$ cat config.mk
export PLATFORM = sky130hd
export DESIGN_NAME = hill_cipher_2x2_mod26
export DESIGN_NICKNAME = d
export VERILOG_FILES = /design/src/rtl/hc_pkg.sv /design/src/rtl/hc_mac.sv /design/src/rtl/hill_cipher_2x2_mod26.sv
export SDC_FILE = /design/constraint.sdc
export NUM_CORES = 1
export LEC_CHECK = 0
export BUFFER_PORTS_ARGS = -buffer_cell sky130_fd_sc_hd__buf_2
export CORE_MARGIN = 2
export CORE_UTILIZATION = 55
export CTS_CLUSTER_DIAMETER = 100
export DETAILED_ROUTE_END_ITERATION = 16
export PLACE_DENSITY = 0.74
export SLEW_MARGIN = 15
export SYNTH_ARGS = -nofsm -noshare
export SYNTH_HDL_FRONTEND = slang
export SYNTH_SLANG_ARGS = --single-unit
$ cat constraint.sdc
create_clock -name i_clk -period 17.4 [get_ports i_clk]
set_input_delay 3.48 -clock i_clk [delete_from_list [all_inputs] [get_ports i_clk]]
set_output_delay 3.48 -clock i_clk [all_outputs]
set_load 0.02 [all_outputs]
$ cat src/rtl/hc_pkg.sv
`timescale 1ns / 1ps

package hc_pkg;

    // letter alphabet
    localparam int unsigned LETTER_W = 5;
    localparam logic [LETTER_W-1:0] LETTERS = 5'd26;

    typedef logic [LETTER_W-1:0] t_letter;

    // fold a raw 5-bit code (0..31) onto a residue 0..25
    function automatic t_letter red_letter(input t_letter x);
        red_letter = (x >= LETTERS) ? t_letter'(x - LETTERS) : x;
    endfunction

    // additive inverse mod 26 of a residue
    function automatic t_letter neg_letter(input t_letter x);
        neg_letter = (x == '0) ? '0 : t_letter'(LETTERS - x);
    endfunction

    // multiplicative inverse mod 26, zero where none exists
    function automatic t_letter inv_letter(input t_letter x);
        case (x)
            5'd1:    inv_letter = 5'd1;
            5'd3:    inv_letter = 5'd9;
            5'd5:    inv_letter = 5'd21;
            5'd7:    inv_letter = 5'd15;
            5'd9:    inv_letter = 5'd3;
            5'd11:   inv_letter = 5'd19;
            5'd15:   inv_letter = 5'd7;
            5'd17:   inv_letter = 5'd23;
            5'd19:   inv_letter = 5'd11;
            5'd21:   inv_letter = 5'd5;
            5'd23:   inv_letter = 5'd17;
            5'd25:   inv_letter = 5'd25;
            default: inv_letter = 5'd0;
        endcase
    endfunction

endpackage

$ cat src/rtl/hc_mac.sv
`timescale 1ns / 1ps

// shared multiply-accumulate mod 26: y = (a * b + c) mod 26, operands below 26
module hc_mac (
    input  hc_pkg::t_letter i_a,
    input  hc_pkg::t_letter i_b,
    input  hc_pkg::t_letter i_c,
    output hc_pkg::t_letter o_y
);

    // floor(2^13 / 26); quotient is exact or one short for sums up to 650
    localparam int unsigned RECIP_SHIFT = 13;
    localparam logic [17:0] RECIP = 18'((1 << RECIP_SHIFT) / 26);

    logic [9:0]  w_sum;
    logic [17:0] w_scaled;
    logic [4:0]  w_quot;
    logic [9:0]  w_rem;

    // product plus addend, at most 650
    assign w_sum = 10'(i_a) * 10'(i_b) + 10'(i_c);

    // quotient estimate by reciprocal multiply
    assign w_scaled = 18'(w_sum) * RECIP;
    assign w_quot   = 5'(w_scaled >> RECIP_SHIFT);

    // remainder below 52, one correction
    assign w_rem = w_sum - 10'(w_quot) * 10'(hc_pkg::LETTERS);
    assign o_y   = (w_rem >= 10'(hc_pkg::LETTERS))
                 ? hc_pkg::t_letter'(w_rem - 10'(hc_pkg::LETTERS))
                 : hc_pkg::t_letter'(w_rem);

endmodule

$ cat src/rtl/hill_cipher_2x2_mod26.sv
`timescale 1ns / 1ps

// channel   | direction | ports                                   | handshake
// ----------+-----------+-----------------------------------------+------------------------
// command   | in        | i_mode, i_plain_0..3, i_cipher_0..3     | start & !busy
// result    | out       | o_out_0..3, o_status                    | o_strobe, one cycle
// key write | in        | i_cfg_idx, i_cfg_data                   | i_cfg_we
//
// one word at a time through a single mod-26 multiply-accumulate unit
// encrypt: products only; decrypt, key recovery: all steps; singular: stops at lookup
// (two steps determinant, one inverse lookup, four adjugate steps, two steps per output)
// a new word may be started in the cycle the strobe is shown
// synchronous active-low reset restores the identity key; the receiver cannot stall
module hill_cipher_2x2_mod26 (
    input  logic            i_clk,
    input  logic            i_rst_n,
    input  logic            start,
    output logic            busy,
    input  logic [1:0]      i_mode,
    input  hc_pkg::t_letter i_plain_0,
    input  hc_pkg::t_letter i_plain_1,
    input  hc_pkg::t_letter i_plain_2,
    input  hc_pkg::t_letter i_plain_3,
    input  hc_pkg::t_letter i_cipher_0,
    input  hc_pkg::t_letter i_cipher_1,
    input  hc_pkg::t_letter i_cipher_2,
    input  hc_pkg::t_letter i_cipher_3,
    input  logic            i_cfg_we,
    input  logic [1:0]      i_cfg_idx,
    input  hc_pkg::t_letter i_cfg_data,
    output logic            o_strobe,
    output hc_pkg::t_letter o_out_0,
    output hc_pkg::t_letter o_out_1,
    output hc_pkg::t_letter o_out_2,
    output hc_pkg::t_letter o_out_3,
    output logic            o_status
);

    localparam logic [1:0] MODE_ENC = 2'd0;
    localparam logic [1:0] MODE_DEC = 2'd1;
    localparam logic [1:0] MODE_KEY = 2'd2;

    localparam logic [1:0] KEY_R0C0 = 2'd0;
    localparam logic [1:0] KEY_R0C1 = 2'd1;
    localparam logic [1:0] KEY_R1C0 = 2'd2;
    localparam logic [1:0] KEY_R1C1 = 2'd3;

    typedef enum logic [2:0] {
        S_IDLE,
        S_DET,
        S_LKUP,
        S_INV,
        S_MUL
    } t_state;

    t_state          r_state;
    logic [2:0]      r_step;
    logic            r_recover;
    logic            r_strobe;
    logic            r_status;
    hc_pkg::t_letter r_key [4];
    hc_pkg::t_letter r_m   [4];
    hc_pkg::t_letter r_mi  [4];
    hc_pkg::t_letter r_c   [4];
    hc_pkg::t_letter r_x   [2];
    hc_pkg::t_letter r_out [4];
    hc_pkg::t_letter r_acc;
    hc_pkg::t_letter r_di;

    hc_pkg::t_letter w_a;
    hc_pkg::t_letter w_b;
    hc_pkg::t_letter w_c;
    hc_pkg::t_letter w_y;
    logic            w_term;
    logic [1:0]      w_idx;
    logic            w_mul_last;

    hc_pkg::t_letter w_p [4];
    hc_pkg::t_letter w_q [4];

    // incoming letters folded onto residues
    assign w_p[0] = hc_pkg::red_letter(i_plain_0);
    assign w_p[1] = hc_pkg::red_letter(i_plain_1);
    assign w_p[2] = hc_pkg::red_letter(i_plain_2);
    assign w_p[3] = hc_pkg::red_letter(i_plain_3);
    assign w_q[0] = hc_pkg::red_letter(i_cipher_0);
    assign w_q[1] = hc_pkg::red_letter(i_cipher_1);
    assign w_q[2] = hc_pkg::red_letter(i_cipher_2);
    assign w_q[3] = hc_pkg::red_letter(i_cipher_3);

    // product phase: step bit 0 picks the term, upper bits the output
    assign w_term     = r_step[0];
    assign w_idx      = r_step[2:1];
    assign w_mul_last = r_recover ? (r_step == 3'd7) : (r_step == 3'd3);

    // operand selection for the shared unit
    always_comb begin
        w_a = '0;
        w_b = '0;
        w_c = '0;
        case (r_state)
            S_DET: begin
                if (r_step[0]) begin
                    w_a = hc_pkg::neg_letter(r_m[1]);
                    w_b = r_m[2];
                    w_c = r_acc;
                end else begin
                    w_a = r_m[0];
                    w_b = r_m[3];
                end
            end
            S_INV: begin
                w_a = r_di;
                case (r_step[1:0])
                    2'd0:    w_b = r_m[3];
                    2'd1:    w_b = hc_pkg::neg_letter(r_m[1]);
                    2'd2:    w_b = hc_pkg::neg_letter(r_m[2]);
                    default: w_b = r_m[0];
                endcase
            end
            S_MUL: begin
                if (r_recover) begin
                    w_a = r_c[{w_idx[1], w_term}];
                    w_b = r_mi[{w_term, w_idx[0]}];
                end else begin
                    w_a = r_mi[{w_idx[0], w_term}];
                    w_b = r_x[w_term];
                end
                w_c = w_term ? r_acc : '0;
            end
            default: begin
                w_a = '0;
            end
        endcase
    end

    hc_mac u_mac (
        .i_a (w_a),
        .i_b (w_b),
        .i_c (w_c),
        .o_y (w_y)
    );

    // sequencer, key registers and result registers
    always_ff @(posedge i_clk) begin
        if (!i_rst_n) begin
            r_state   <= S_IDLE;
            r_step    <= '0;
            r_strobe  <= 1'b0;
            r_key[0]  <= 5'd1;
            r_key[1]  <= 5'd0;
            r_key[2]  <= 5'd0;
            r_key[3]  <= 5'd1;
        end else begin
            r_strobe <= 1'b0;

            // key writes, to be made only while idle; the block itself does not enforce this
            if (i_cfg_we) begin
                case (i_cfg_idx)
                    KEY_R0C0: r_key[0] <= i_cfg_data;
                    KEY_R0C1: r_key[1] <= i_cfg_data;
                    KEY_R1C0: r_key[2] <= i_cfg_data;
                    KEY_R1C1: r_key[3] <= i_cfg_data;
                    default:  r_key[0] <= r_key[0];
                endcase
            end

            case (r_state)
                S_IDLE: begin
                    if (start) begin
                        r_step    <= '0;
                        r_status  <= 1'b0;
                        r_recover <= (i_mode == MODE_KEY);
                        for (int i = 0; i < 4; i++) begin
                            r_out[i] <= '0;
                        end
                        r_x[0] <= w_p[0];
                        r_x[1] <= w_p[1];
                        case (i_mode)
                            MODE_ENC: begin
                                for (int i = 0; i < 4; i++) begin
                                    r_mi[i] <= hc_pkg::red_letter(r_key[i]);
                                end
                                r_state <= S_MUL;
                            end
                            MODE_DEC: begin
                                for (int i = 0; i < 4; i++) begin
                                    r_m[i] <= hc_pkg::red_letter(r_key[i]);
                                end
                                r_state <= S_DET;
                            end
                            MODE_KEY: begin
                                // column-wise matrices, stored row-major
                                r_m[0] <= w_p[0];
                                r_m[1] <= w_p[2];
                                r_m[2] <= w_p[1];
                                r_m[3] <= w_p[3];
                                r_c[0] <= w_q[0];
                                r_c[1] <= w_q[2];
                                r_c[2] <= w_q[1];
                                r_c[3] <= w_q[3];
                                r_state <= S_DET;
                            end
                            default: begin
                                // undefined mode reports an error at once
                                r_status <= 1'b1;
                                r_strobe <= 1'b1;
                            end
                        endcase
                    end
                end
                S_DET: begin
                    r_acc  <= w_y;
                    r_step <= r_step + 3'd1;
                    if (r_step[0]) begin
                        r_state <= S_LKUP;
                    end
                end
                S_LKUP: begin
                    r_di   <= hc_pkg::inv_letter(r_acc);
                    r_step <= '0;
                    if (hc_pkg::inv_letter(r_acc) == '0) begin
                        r_status <= 1'b1;
                        r_strobe <= 1'b1;
                        r_state  <= S_IDLE;
                    end else begin
                        r_state <= S_INV;
                    end
                end
                S_INV: begin
                    r_mi[r_step[1:0]] <= w_y;
                    if (r_step[1:0] == 2'd3) begin
                        r_step  <= '0;
                        r_state <= S_MUL;
                    end else begin
                        r_step <= r_step + 3'd1;
                    end
                end
                S_MUL: begin
                    r_acc  <= w_y;
                    r_step <= r_step + 3'd1;
                    if (w_term) begin
                        r_out[w_idx] <= w_y;
                    end
                    if (w_mul_last) begin
                        r_strobe <= 1'b1;
                        r_state  <= S_IDLE;
                    end
                end
                default: begin
                    r_state <= S_IDLE;
                end
            endcase
        end
    end

    assign busy     = (r_state != S_IDLE);
    assign o_strobe = r_strobe;
    assign o_out_0  = r_out[0];
    assign o_out_1  = r_out[1];
    assign o_out_2  = r_out[2];
    assign o_out_3  = r_out[3];
    assign o_status = r_status;

endmodule

* Word level (Yosys, flattened, before mapping)
Memories as Yosys holds them, arrays and structs flattened. A register that Yosys moved wholly into a read port is not among the register bits.
Cells that the tools add are included.
Widths: inputs -> output; s select.
** Word-level totals
- Register bits :: 14
- RAM bits :: 110
- Bits in read-only memories :: 320
- Output and inout bits :: 23
- Word-level logic and storage cells :: 208
- Memories kept :: 8
** Cells by class
- $add $sub $neg :: 18
- $mul :: 3
- $lt $le $gt $ge :: 13
- Equality and inequality tests :: 20
- Muxes and demuxes :: 111
- Bitwise operators :: 8
- Reductions and logical operators :: 21
** Memory list
- (name not given) :: words 32, width 5, rd ports 1, clocked after Yosys merged registers in 1, wr ports 0, RTL line hc_pkg.sv:23 : case (x)
- (name not given) :: words 32, width 5, rd ports 1, clocked after Yosys merged registers in 1, wr ports 0, RTL line hc_pkg.sv:23
- r_c :: words 4, width 5, rd ports 1, clocked after Yosys merged registers in 1, wr ports 4, RTL line hill_cipher_2x2_mod26.sv:64 : hc_pkg::t_letter r_c [4];
- r_key :: words 4, width 5, rd ports 4, clocked after Yosys merged registers in 0, wr ports 4, RTL line hill_cipher_2x2_mod26.sv:61 : hc_pkg::t_letter r_key [4];
- r_m :: words 4, width 5, rd ports 4, clocked after Yosys merged registers in 0, wr ports 4, RTL line hill_cipher_2x2_mod26.sv:62 : hc_pkg::t_letter r_m [4];
- r_mi :: words 4, width 5, rd ports 2, clocked after Yosys merged registers in 2, wr ports 4, RTL line hill_cipher_2x2_mod26.sv:63 : hc_pkg::t_letter r_mi [4];
- +2 memories
** Operators by type and width (count)
- $mux 5 :: 34
- $sub 5x5->5 const B :: 13
- $ge 5x5->1 const B :: 12
- $mux 1 :: 54
- $pmux 5 s3 :: 3
- $mul 10x9->18 const B :: 1
- $mux 2 :: 9
- $mux 3 :: 6
- $logic_not 5->1 :: 3
- $pmux 3 s5 :: 1
- $pmux 3 s4 :: 1
- $add 10x5->10 :: 1
- $eq 2x2->1 const B :: 5
- $ge 10x5->1 const B :: 1
- $mul 5x5->10 :: 1
- $ne 2x2->1 const B :: 5
- $reduce_or 5->1 :: 2
- $sub 10x10->10 :: 1
- $sub 5x5->5 const A :: 2
- $eq 3x2->1 const B :: 3
- $mul 5x4->9 const B :: 1
- $or 1x1->1 :: 8
- $eq 2x1->1 const B :: 3
- $eq 3x3->1 const B :: 2
- other kinds (17) :: 22

* Longest topological paths before layout
Gate-level depths: netlist (run 1).
An unclocked memory read counts as a cell.
- Depth after elaboration :: 13
- Mapped depth :: 58
- Gate-level depth less buffers :: 56

* Modules after synthesis
A second synthesis (run 1) with hierarchy kept.
** Unflattened totals
- Cell total of the unflattened synthesis :: 1127
- Area total of the unflattened synthesis :: 11380.9 µm²
** By module, submodules not included
- hill_cipher_2x2_mod26 :: times used 1, cells each 757, area each 8164.1 µm²
- hc_mac :: times used 1, cells each 370, area each 3216.8 µm²

* Least setup slack after synthesis (run 1)
No wires, ideal clock.
- Kind :: reg2reg
- From :: reg with a tool-made name
- To :: reg with a tool-made name
- Data arrival time :: 12.370 ns
- Required time :: 17.297 ns
- Setup slack :: 4.927 ns
- Stages on the path, launching flop included :: 48
- Buffers on the path :: 3
- Period minus slack after synthesis :: 12.473 ns
- Cell sequence :: dfxtp_1 clkbuf_1 clkbuf_1 mux4_2 mux2i_1 o221ai_1 nand2_1 fa_1 fa_1 fa_1 inv_1 ha_1 o21ai_1 nor3_1 or3_4 xor2_1 ha_1 fa_1 [... 12 more ...] fa_1 inv_1 fa_1 inv_1 a21o_1 a21oi_1 xor2_1 ha_1 and3_1 a221o_1 or3_1 o2111ai_1 mux2i_1 and2_1 buf_6 mux2_4 o21a_1 a2111oi_2

==> flow_summary.yaml, run 1 <==
run_status:
  outcome: "finished, final reports clean"
min_path:
  hold_path_class: "flip-flop to flip-flop"
clock_network:
  hold_buffers: 0
  cts_tree: "yes"
  cts_buffers: 17
  cts_num_sinks: 138
  insertion_delay_ns: 0.42
  cts_buffer_depth: 2
  h-tree-depth: 4
  clkSlewWorstSetupHoldPaths_ns: 0.06
  clockRootBuffer: "clkbuf_16"
  postCtsResizedCells: 0
  post-cts-setup-buffer-count: 0
cells_and_area:
  fin_nets: 1413
  area_growth_pct: 10.9
  postLayoutCoreUtil_pct: 62.0
  drive_gt1_share_pct: 12.1
  antenna_cells: 0
logic_synthesis:
  ys_async_sr_fraction_pct: 0
  synth-edff-count: 122
  synth.cell_area_mm2: 0.0113
  synth_area_per_cell_um2: 9.81
  synth_cell_types: 68
  syn_inst: 1149
  seq_area_frac_synth_pct: 35.4
  yosysWarnings: 0
  ys_seq_elements: 138
  ys.flop_type: "edfxtp_1"
  synth_fp_nets: 1353
detailed_routing:
  dr.pass1.iters: 5
  num_vias: 8733
  route.antenna.remaining_nets: 0
  drc: 0
  post_drt_via_cell_ratio: 5.86
  wl_per_cell_um: 17.5
  routed_wl_um: 26100
  drt_iter0_drc: 766
floorplan:
  top_level_ports: 76
  die_h_um: 147
  start_util_pct: 55.9
  row_count: 52
  die_area_mm2: 0.0217
  die-width_um: 147
  core_area_mm2: 0.0202
global_routing:
  grt_pass1_wl_um: 42800
  grt_use_total_pct: 24.7
  overflow: 0
  grt_start_max_net_pins: 57
  grt_pass1_vias: 8510
  antenna_found_initial: 0
timing:
  skew_ns: 0.0107
  slew_viol_final: 0
  worst_pin_slew_ns: 1.07
  hold_slack_ns: 0.645
  finalSetupViolations: 0
  hold_violations: 0
  setup_tns_ns: 0
  layout_min_cycle_time_ns: 14.46
  slew_headroom_pct: 28.2
  timing.fmax_ghz: 0.0692
  rsz0062_at_grt: "false"
  fin_crit_sh_pct: 83.1
place:
  gp_congestion: 1.00
  dp_hpwl_um: 20300
  portBuffers: 75
setup_path:
  cp.required_ns: 17.51
  crit_type: "flip-flop to flip-flop"
  end_kind: "flip-flop"
  critPathMaxStageDelay_ns: 0.91
  worstPathArrival_ns: 14.57
  crit_slowest_cell: "dfxtp_1"
  cp_max_fo: 24
  cp-start-kind: "flip-flop"
job:
  drv_cap: 0
power:
  cellLeakagePower_nw: 5.52
  p_per_area_mw_per_mm2: 122
  ir_drop_v: 0.000132
==> synth_stat cells (5+ instances only) <==
| cell type | n | area [µm²] |
|---|---|---|
| o221ai_1 | 5 | 43.8 |
| xor2_1 | 17 | 149 |
| nand2_1 | 95 | 357 |
| dfxtp_1 | 16 | 320 |
| a21boi_0 | 10 | 75.1 |
| nor2b_1 | 13 | 81.3 |
| nor2_1 | 66 | 248 |
| edfxtp_1 | 122 | 3660 |
| a31oi_1 | 6 | 37.5 |
| nand2b_1 | 16 | 100 |
| o21ai_0 | 93 | 465 |
| inv_1 | 157 | 589 |
| nor3b_1 | 5 | 37.5 |
| or3_1 | 10 | 62.6 |
| or2_2 | 5 | 31.3 |
| mux4_2 | 15 | 338 |
| nand3_1 | 24 | 120 |
| o31ai_1 | 13 | 97.6 |
| xnor2_1 | 17 | 149 |
| ha_1 | 108 | 1350 |
| nor3_1 | 18 | 90.1 |
| mux2i_1 | 37 | 370 |
| a22o_1 | 5 | 43.8 |
| a21oi_1 | 43 | 215 |
| a21o_1 | 11 | 82.6 |
| and2_1 | 37 | 231 |
| a221oi_1 | 7 | 61.3 |
| a211oi_1 | 5 | 37.5 |
| o211ai_1 | 13 | 97.6 |
| mux2_2 | 14 | 158 |
| fa_1 | 43 | 861 |
| o21a_1 | 14 | 105 |
| clkbuf_1 | 34 | 128 |
==> registers in the layout (all words and copies together) (netlist names), named ones only <==
| name | count |
|---|---|
| r_out | 20 |
| r_recover | 1 |
| r_x | 10 |
| r_mi | 20 |
| r_acc | 5 |
| r_di | 5 |
| o_status | 1 |
| r_c | 20 |
| r_key | 20 |
| r_m | 20 |
| r_step | 3 |
| r_state | 3 |
| o_strobe | 1 |
==> cells by family (layout without fill, tap and decap cells) <==
| kind of cell | count (synthesis) | after routing | synth area share (%) |
|---|---|---|---|
| flops | 138 | 138 | 35.4 |
| buf+inv | 196 | 267 | 6.61 |
| mux | 67 | 67 | 7.82 |
| fa+ha+maj | 151 | 151 | 19.6 |
| simple gates | 304 | 304 | 13.0 |
| compound gates | 259 | 259 | 14.9 |
| xor+xnor | 34 | 34 | 2.64 |
==> critical path: cells and delay by family (launching register included) <==
family	cells	cell delay, ns
flops	1	0.91
simple gates	10	1.88
buf+inv	7	0.88
fa+ha+maj	14	5.90
mux	2	0.43
compound gates	12	2.10
xor+xnor	5	2.03
==> cell type report <==
cell class                      count  area [µm²]
Clock inverter                     10         193
Clock buffer                       20         437
Timing Repair Buffer               79         405
Fill cell                        1664        7670
Inverter                          158         593
Tap cell                          270         338
Sequential cell                   138        3980
Multi-Input combinational cell    815        6550
==> routing by layer <==
layer,GRT usage [%],routed length (µm),up-vias
met5,0,0,-
met4,5.43,357,0
met3,3.54,1560,40
met2,43.0,13000,307
met1,32.9,11200,4207
li1,-,-,4179
==> power by group <==
part | leakage (nW) | total, mW | switching (mW) | internal, mW
clock network | 0.301 | 0.389 | 0.135 | 0.254
logic | 3.94 | 0.685 | 0.427 | 0.258
registers | 1.27 | 0.447 | 0.0421 | 0.405
total | 5.52 | 1.52 | 0.604 | 0.917
==> through the flow <==
stage	cells	power (mW)	worst slack, ns	cell area, µm²
2_1_floorplan	1149	0.954	4.93	11300
4_1_cts	1490	1.51	2.90	12500
3_5_place_dp	1460	1.12	2.96	11900
3_3_place_gp	1460	1.11	3.36	11900
6_report	1490	1.52	2.94	12500
5_1_grt	1490	1.62	1.94	12500
==> path summary, 6_finish.rpt <==
check	from	endpoint	slack, ns	cells past startpoint
min	flip-flop	o_strobe$_SDFF_PN0_	0.65	3
max	r_step[0]$_SDFFE_PN0P_	r_mi[2][4]$_DFFE_PP_	2.94	50
max reg2reg	r_step[0]$_SDFFE_PN0P_	r_mi[2][4]$_DFFE_PP_	2.94	50
min reg2reg	flip-flop	o_strobe$_SDFF_PN0_	0.65	3
==> cell usage in the layout (no fill, tap or decap), drive strengths merged, types with 43 or more instances in the layout <==
| master | netlist | final |
|---|---|---|
| inv | 157 | 158 |
| edfxtp | 122 | 122 |
| ha | 108 | 108 |
| nand2 | 95 | 95 |
| o21ai | 95 | 95 |
| buf | 4 | 79 |
| nor2 | 66 | 66 |
| a21oi | 43 | 43 |
| fa | 43 | 43 |
No activity file was read; power rests on OpenSTA's default activity.
==> inputs of run 2 (changes only) <==
--- a/config.mk
+++ b/config.mk
@@ -5,12 +5,13 @@
 export SDC_FILE = /design/constraint.sdc
 export NUM_CORES = 1
 export LEC_CHECK = 0
+export ABC_AREA = 1
 export BUFFER_PORTS_ARGS = -buffer_cell sky130_fd_sc_hd__buf_2
 export CORE_MARGIN = 2
 export CORE_UTILIZATION = 55
 export CTS_CLUSTER_DIAMETER = 100
 export DETAILED_ROUTE_END_ITERATION = 16
-export PLACE_DENSITY = 0.74
+export PLACE_DENSITY = 0.77
 export SLEW_MARGIN = 15
 export SYNTH_ARGS = -nofsm -noshare
 export SYNTH_HDL_FRONTEND = slang
==> constraint.sdc (replaced) <==
create_clock -name i_clk -period 12.2 [get_ports i_clk]
set_input_delay 2.44 -clock i_clk [delete_from_list [all_inputs] [get_ports i_clk]]
set_output_delay 2.44 -clock i_clk [all_outputs]
set_load 0.02 [all_outputs]
==> run 2 against run 1 <==
  * Cell area is 0.86% lower
  * Synthesized cell count rose by 15%
  * Combinational power grew to 3.0 times the previous value
  * Non-clock buffer count increased by 8
  * Register-to-register slack got worse by 2.2 ns
  * Sequential share of layout area increased by 0.32 points
  * Flip-flop and latch count unchanged
  * Clock power increased by 29%
  * Largest power group unchanged
==> flow_summary.yaml, run 2 <==
clock_network:
  h-tree-depth: 4
  cts_num_sinks: 138
  insertion_delay_ns: 0.42
  clkSlewWorstSetupHoldPaths_ns: 0.06
  cts_buffer_depth: 2
  clockRootBuffer: "clkbuf_16"
  cts_tree: "yes"
  cts_buffers: 17
setup_path:
  end_kind: "flip-flop"
  rrSetupSlack_ns: 0.75
  crit_slowest_cell: "dfxtp_1"
  cp_max_fo: 10
  cp-start-kind: "flip-flop"
  critPathMaxStageDelay_ns: 0.56
  cp_common_cell: "nand2_1"
  worstPathArrival_ns: 11.60
  crit_type: "flip-flop to flip-flop"
  cp.required_ns: 12.35
timing:
  slew_viol_final: 0
  finalSetupViolations: 0
  skew_ns: 0.00856
  timing.fmax_ghz: 0.0873
  slew_headroom_pct: 35.0
  rsz0062_at_grt: "false"
  fin_crit_sh_pct: 93.9
  setup_tns_ns: 0
  layout_min_cycle_time_ns: 11.45
  worst_pin_slew_ns: 0.964
  hold_violations: 0
logic_synthesis:
  syn_inst: 1318
  ys_seq_elements: 138
  synth_area_per_cell_um2: 8.34
  yosysTopAreaCell: "edfxtp_1"
  synthTopCellsByArea: "edfxtp_1 (33%), ha_1 (12%), nand2_1 (8.1%), inv_1 (8.0%), fa_1 (7.8%)"
  synth_cell_types: 50
  synth_commonest_cells: "nand2_1 (237), inv_1 (235), nor2_1 (136)"
  synth_fp_nets: 1522
  ys.flop_type: "edfxtp_1"
  yosysWarnings: 0
  synth.cell_area_mm2: 0.0110
  synth_most_common_cell: "nand2_1"
  seq_area_frac_synth_pct: 36.3
  yosysTopAreaCellShare_pct: 33.3
  synth-edff-count: 122
  ys_async_sr_fraction_pct: 0
detailed_routing:
  dr.pass1.iters: 6
  routed_wl_um: 25600
  drc: 0
  wl_per_cell_um: 15.2
  route.antenna.remaining_nets: 0
  post_drt_via_cell_ratio: 5.48
  num_vias: 9251
  drt_iter0_drc: 868
global_routing:
  grt_use_total_pct: 24.3
  antenna_found_initial: 0
  grt_start_max_net_pins: 55
  grt_pass1_vias: 8601
  grt_pass1_wl_um: 41400
  overflow: 0
min_path:
  hold_path_class: "flip-flop to flip-flop"
place:
  gp_congestion: 0.984
  dp_hpwl_um: 20500
  portBuffers: 75
power:
  combPwrFrac_pct: 63.9
  pwr-share-clk_pct: 15.5
  p_per_area_mw_per_mm2: 261
  switchingPower_mw: 1.64
  p_int_mw: 1.59
  sw_frac_of_total_pct: 50.9
  total_power_mw: 3.23
  cellLeakagePower_nw: 5.87
  p_seq_share_pct: 20.6
  ir_drop_v: 0.000190
cells_and_area:
  final_common_cell: "nand2_1"
  antenna_cells: 0
  layout_common_cells: "nand2_1 (236), inv_1 (233), nor2_1 (132)"
  area_growth_pct: 12.8
  drive_gt1_share_pct: 12.9
  fin_nets: 1614
floorplan:
  core_area_mm2: 0.0195
  die_h_um: 145
  die-width_um: 145
  die_area_mm2: 0.0211
  start_util_pct: 56.3
  top_level_ports: 76
  row_count: 51
job:
  drv_cap: 0
run_status:
  outcome: "finished, final reports clean"
==> run 2: kinds of logic after synthesis <==
logic type                 count (synthesis)  share of synthesized area (%)
buffers and inverters                    263                           9.03
adders and majority gates                151                           20.1
and+or+nand+nor                          508                           20.1
AOI/OAI and AO/OA                        227                           11.9
DFF                                      138                           36.3
xor gates and xnor gates                  31                           2.54
==> run 2: area by class of cell <==
class	instances	area, µm²
Clock buffer	21	504
Clock inverter	11	81.3
Tap cell	265	332
Multi-Input combinational cell	917	6070
Timing Repair Buffer	87	465
Sequential cell	138	3990
Inverter	248	942
Timing Repair inverter	1	7.51
Fill cell	1617	7130
==> run 2: what timing repair did <==
item,CTS,global route
hold buffers,0,0
buffers inserted,0,4
gates resized for setup,0,20
setup endpoints to repair,0,41
==> run 2: critical path, delay by kind of cell, from the launching register on <==
family / cells / cell delay [ns]
AO/OA/AOI/OAI: 9 / 1.33
buffers and inverters: 9 / 0.77
flip-flops: 1 / 0.56
AND/OR/NAND/NOR: 18 / 1.98
XOR/XNOR: 4 / 0.78
adder cells (fa/ha/maj): 13 / 5.73
==> run 2: final timing paths <==
check                                             start                 endpoint  cells past startpoint
worst max-delay path                          flip-flop     r_mi[0][1]$_DFFE_PP_                     53
worst min register to register  r_state[1]$_SDFFE_PN0P_  r_state[1]$_SDFFE_PN0P_                      2
worst min-delay path            r_state[1]$_SDFFE_PN0P_  r_state[1]$_SDFFE_PN0P_                      2
worst max register to register                flip-flop     r_mi[0][1]$_DFFE_PP_                     53
==> run 2: metal layers <==
layer	vias to the layer above	global-route usage, %	routed length [µm]
li1	4565	-	-
met1	4297	34.3	11700
met2	345	38.2	11300
met3	44	5.58	2010
met4	0	5.74	500
met5	-	0	0
==> run 2: per-stage QoR <==
| step | cell area (µm²) | worst slack, ns | util (%) | cells | hold WS, ns |
|---|---|---|---|---|---|
| final | 12400 | 0.747 | 63.5 | 1688 | 0.606 |
| after global routing | 12400 | 0.00969 | 63.5 | 1688 | 0.613 |
| after CTS | 12300 | 0.251 | 62.9 | 1683 | 0.585 |
| after detailed placement | 11700 | 0.298 | 59.9 | 1651 | 0.570 |
| after global placement | 11700 | 0.537 | 59.9 | 1651 | 0.563 |
| after floorplan | 11000 | 1.55 | - | 1318 | 0.498 |
==> run 2: power groups by stage <==
stage / Combinational, mW / Clock, mW / Sequential (mW)
3_5_place_dp: 2.03 / 0 / 0.668
4_1_cts: 2.04 / 0.503 / 0.659
5_1_grt: 2.33 / 0.524 / 0.672
3_3_place_gp: 1.99 / 0 / 0.667
6_report: 2.07 / 0.502 / 0.665
2_1_floorplan: 1.57 / 0 / 0.662
==> inputs of run 3 (changes only) <==
--- a/config.mk
+++ b/config.mk
@@ -11,7 +11,7 @@
 export CORE_UTILIZATION = 55
 export CTS_CLUSTER_DIAMETER = 100
 export DETAILED_ROUTE_END_ITERATION = 16
-export PLACE_DENSITY = 0.77
+export PLACE_DENSITY = 0.74
 export SLEW_MARGIN = 15
 export SYNTH_ARGS = -nofsm -noshare
 export SYNTH_HDL_FRONTEND = slang
==> constraint.sdc (replaced) <==
create_clock -name i_clk -period 12.9 [get_ports i_clk]
set_input_delay 2.58 -clock i_clk [delete_from_list [all_inputs] [get_ports i_clk]]
set_output_delay 2.58 -clock i_clk [all_outputs]
set_load 0.02 [all_outputs]
==> run 3 against run 2 <==
  * Cell area decreased by 1.0%
  * Sequential share of layout area grew 0.30 points
  * Flip-flop and latch count stayed put
  * Critical endpoint is now r_mi[1][1]$_DFFE_PP_
  * Largest power group unchanged
==> flow_summary.yaml, run 3 (same netlist as run 2, synthesis figures left out) <==
setup_path:
  cp.required_ns: 13.06
  crit_slowest_cell: "fa_1"
  critPathMaxStageDelay_ns: 0.61
  end_kind: "flip-flop"
  cp_max_fo: 9
  worstPathArrival_ns: 12.14
  r2r-end: "r_mi[1][1]$_DFFE_PP_"
  reg2regPathDepth: 56
  cp_common_cell: "nand2_1"
  crit_type: "flip-flop to flip-flop"
  cp-start-kind: "flip-flop"
  r2r-start: "r_state[0]$_SDFFE_PN0P_"
  rrSetupSlack_ns: 0.92
cells_and_area:
  antenna_cells: 0
  final_common_cell: "nand2_1"
  fin_nets: 1606
  stdcell_area_mm2: 0.0123
  layout_common_cells: "nand2_1 (237), inv_1 (235), nor2_1 (136)"
  postLayoutCoreUtil_pct: 62.8
  drive_gt1_share_pct: 11.4
  area_growth_pct: 11.6
timing:
  slew_viol_final: 0
  fin_crit_sh_pct: 92.8
  worst_pin_slew_ns: 1.18
  layout_min_cycle_time_ns: 11.98
  hold_violations: 0
  skew_ns: 0.00662
  rsz0062_at_grt: "false"
  setup_tns_ns: 0
  worst_slack_ns: 0.924
  timing.fmax_ghz: 0.0835
  finalSetupViolations: 0
  slew_headroom_pct: 21.3
detailed_routing:
  drt_iter0_drc: 654
  route.antenna.remaining_nets: 0
  wl_per_cell_um: 15.3
  num_vias: 9179
  post_drt_via_cell_ratio: 5.46
  routed_wl_um: 25600
  drc: 0
  dr.pass1.iters: 5
clock_network:
  cts_num_sinks: 138
  cts_tree: "yes"
  clkSlewWorstSetupHoldPaths_ns: 0.06
  post-cts-setup-buffer-count: 0
  cts_buffer_depth: 2
  insertion_delay_ns: 0.43
  h-tree-depth: 4
  clockRootBuffer: "clkbuf_16"
  cts_buffers: 17
min_path:
  worstHoldStart: "r_step[2]$_SDFFE_PN0P_"
  hold_depth: 2
  hold_path_class: "flip-flop to flip-flop"
floorplan:
  die-width_um: 145
  die_area_mm2: 0.0211
  start_util_pct: 56.3
  core_area_mm2: 0.0195
  top_level_ports: 76
  row_count: 51
  die_h_um: 145
global_routing:
  antenna_found_initial: 0
  grt_start_max_net_pins: 55
  grt_pass1_wl_um: 41900
  overflow: 0
  grt_pass1_vias: 8539
  grt_use_total_pct: 24.7
place:
  portBuffers: 75
  gp_congestion: 1.00
  dpl_worst_slack_ns: 0.592
  dpl_cell_area_mm2: 0.0117
  dp_hpwl_um: 20500
power:
  cellLeakagePower_nw: 5.85
  p_per_area_mw_per_mm2: 248
  total_power_mw: 3.04
  ir_drop_v: 0.000226
job:
  drv_cap: 0
run_status:
  outcome: "finished, final reports clean"
run 3: final cells by class:
cell class / instances / area, µm²
inverters: 248 / 931
multi-input cells: 917 / 6030
clock buffers: 22 / 485
fillers: 1678 / 7260
well taps: 265 / 332
repair buffers: 80 / 413
clock inverters: 10 / 90.1
flip-flops and latches: 138 / 3990
run 3: power breakdown:
part / switching (mW) / internal, mW / total, mW
Combinational: 1.31 / 0.627 / 1.94
Sequential: 0.0490 / 0.582 / 0.631
Clock: 0.186 / 0.286 / 0.472
run 3: per-layer routing:
metal	routed length (µm)	vias to the layer above	global-route usage, %
met5	0	-	0
li1	-	4532	-
met2	11200	358	37.6
met1	11700	4237	35.5
met3	2090	52	5.52
met4	591	0	7.21
run 3: how the worst max path moves through the flow:
stage,from,endpoint,slack (ns),cells past startpoint
finish,r_state[0]$_SDFFE_PN0P_,r_mi[1][1]$_DFFE_PP_,0.92,56
CTS,flip-flop,r_mi[2][1]$_DFFE_PP_,0.55,51
detailed placement,flip-flop,r_mi[2][1]$_DFFE_PP_,0.59,49
global route,r_state[0]$_SDFFE_PN0P_,r_mi[2][1]$_DFFE_PP_,0.04,56
global placement,flip-flop,r_mi[0][1]$_DFFE_PP_,0.79,49
floorplan,r_step[0]$_SDFFE_PN0P_,r_mi[0][1]$_DFFE_PP_,2.25,52
run 3: stage by stage:
stage,hold WS (ns),std cells
floorplan,0.498,1318
global placement,0.560,1648
detailed placement,0.564,1648
CTS,0.580,1680
global route,0.636,1680
finish,0.585,1680
run 3: critical path: cells and delay by family (launching register included):
family,cells,cell delay [ns]
compound gates,10,1.69
xor+xnor,4,0.87
fa+ha+maj,12,5.56
buf+inv,9,0.61
flops,1,0.37
simple gates,21,2.63
run 3: repair_timing:
item	4_1_cts	5_1_grt
endpoints found under the hold margin	0	0
setup endpoints to repair	0	41
hold buffers	0	0
gates resized for setup	0	3
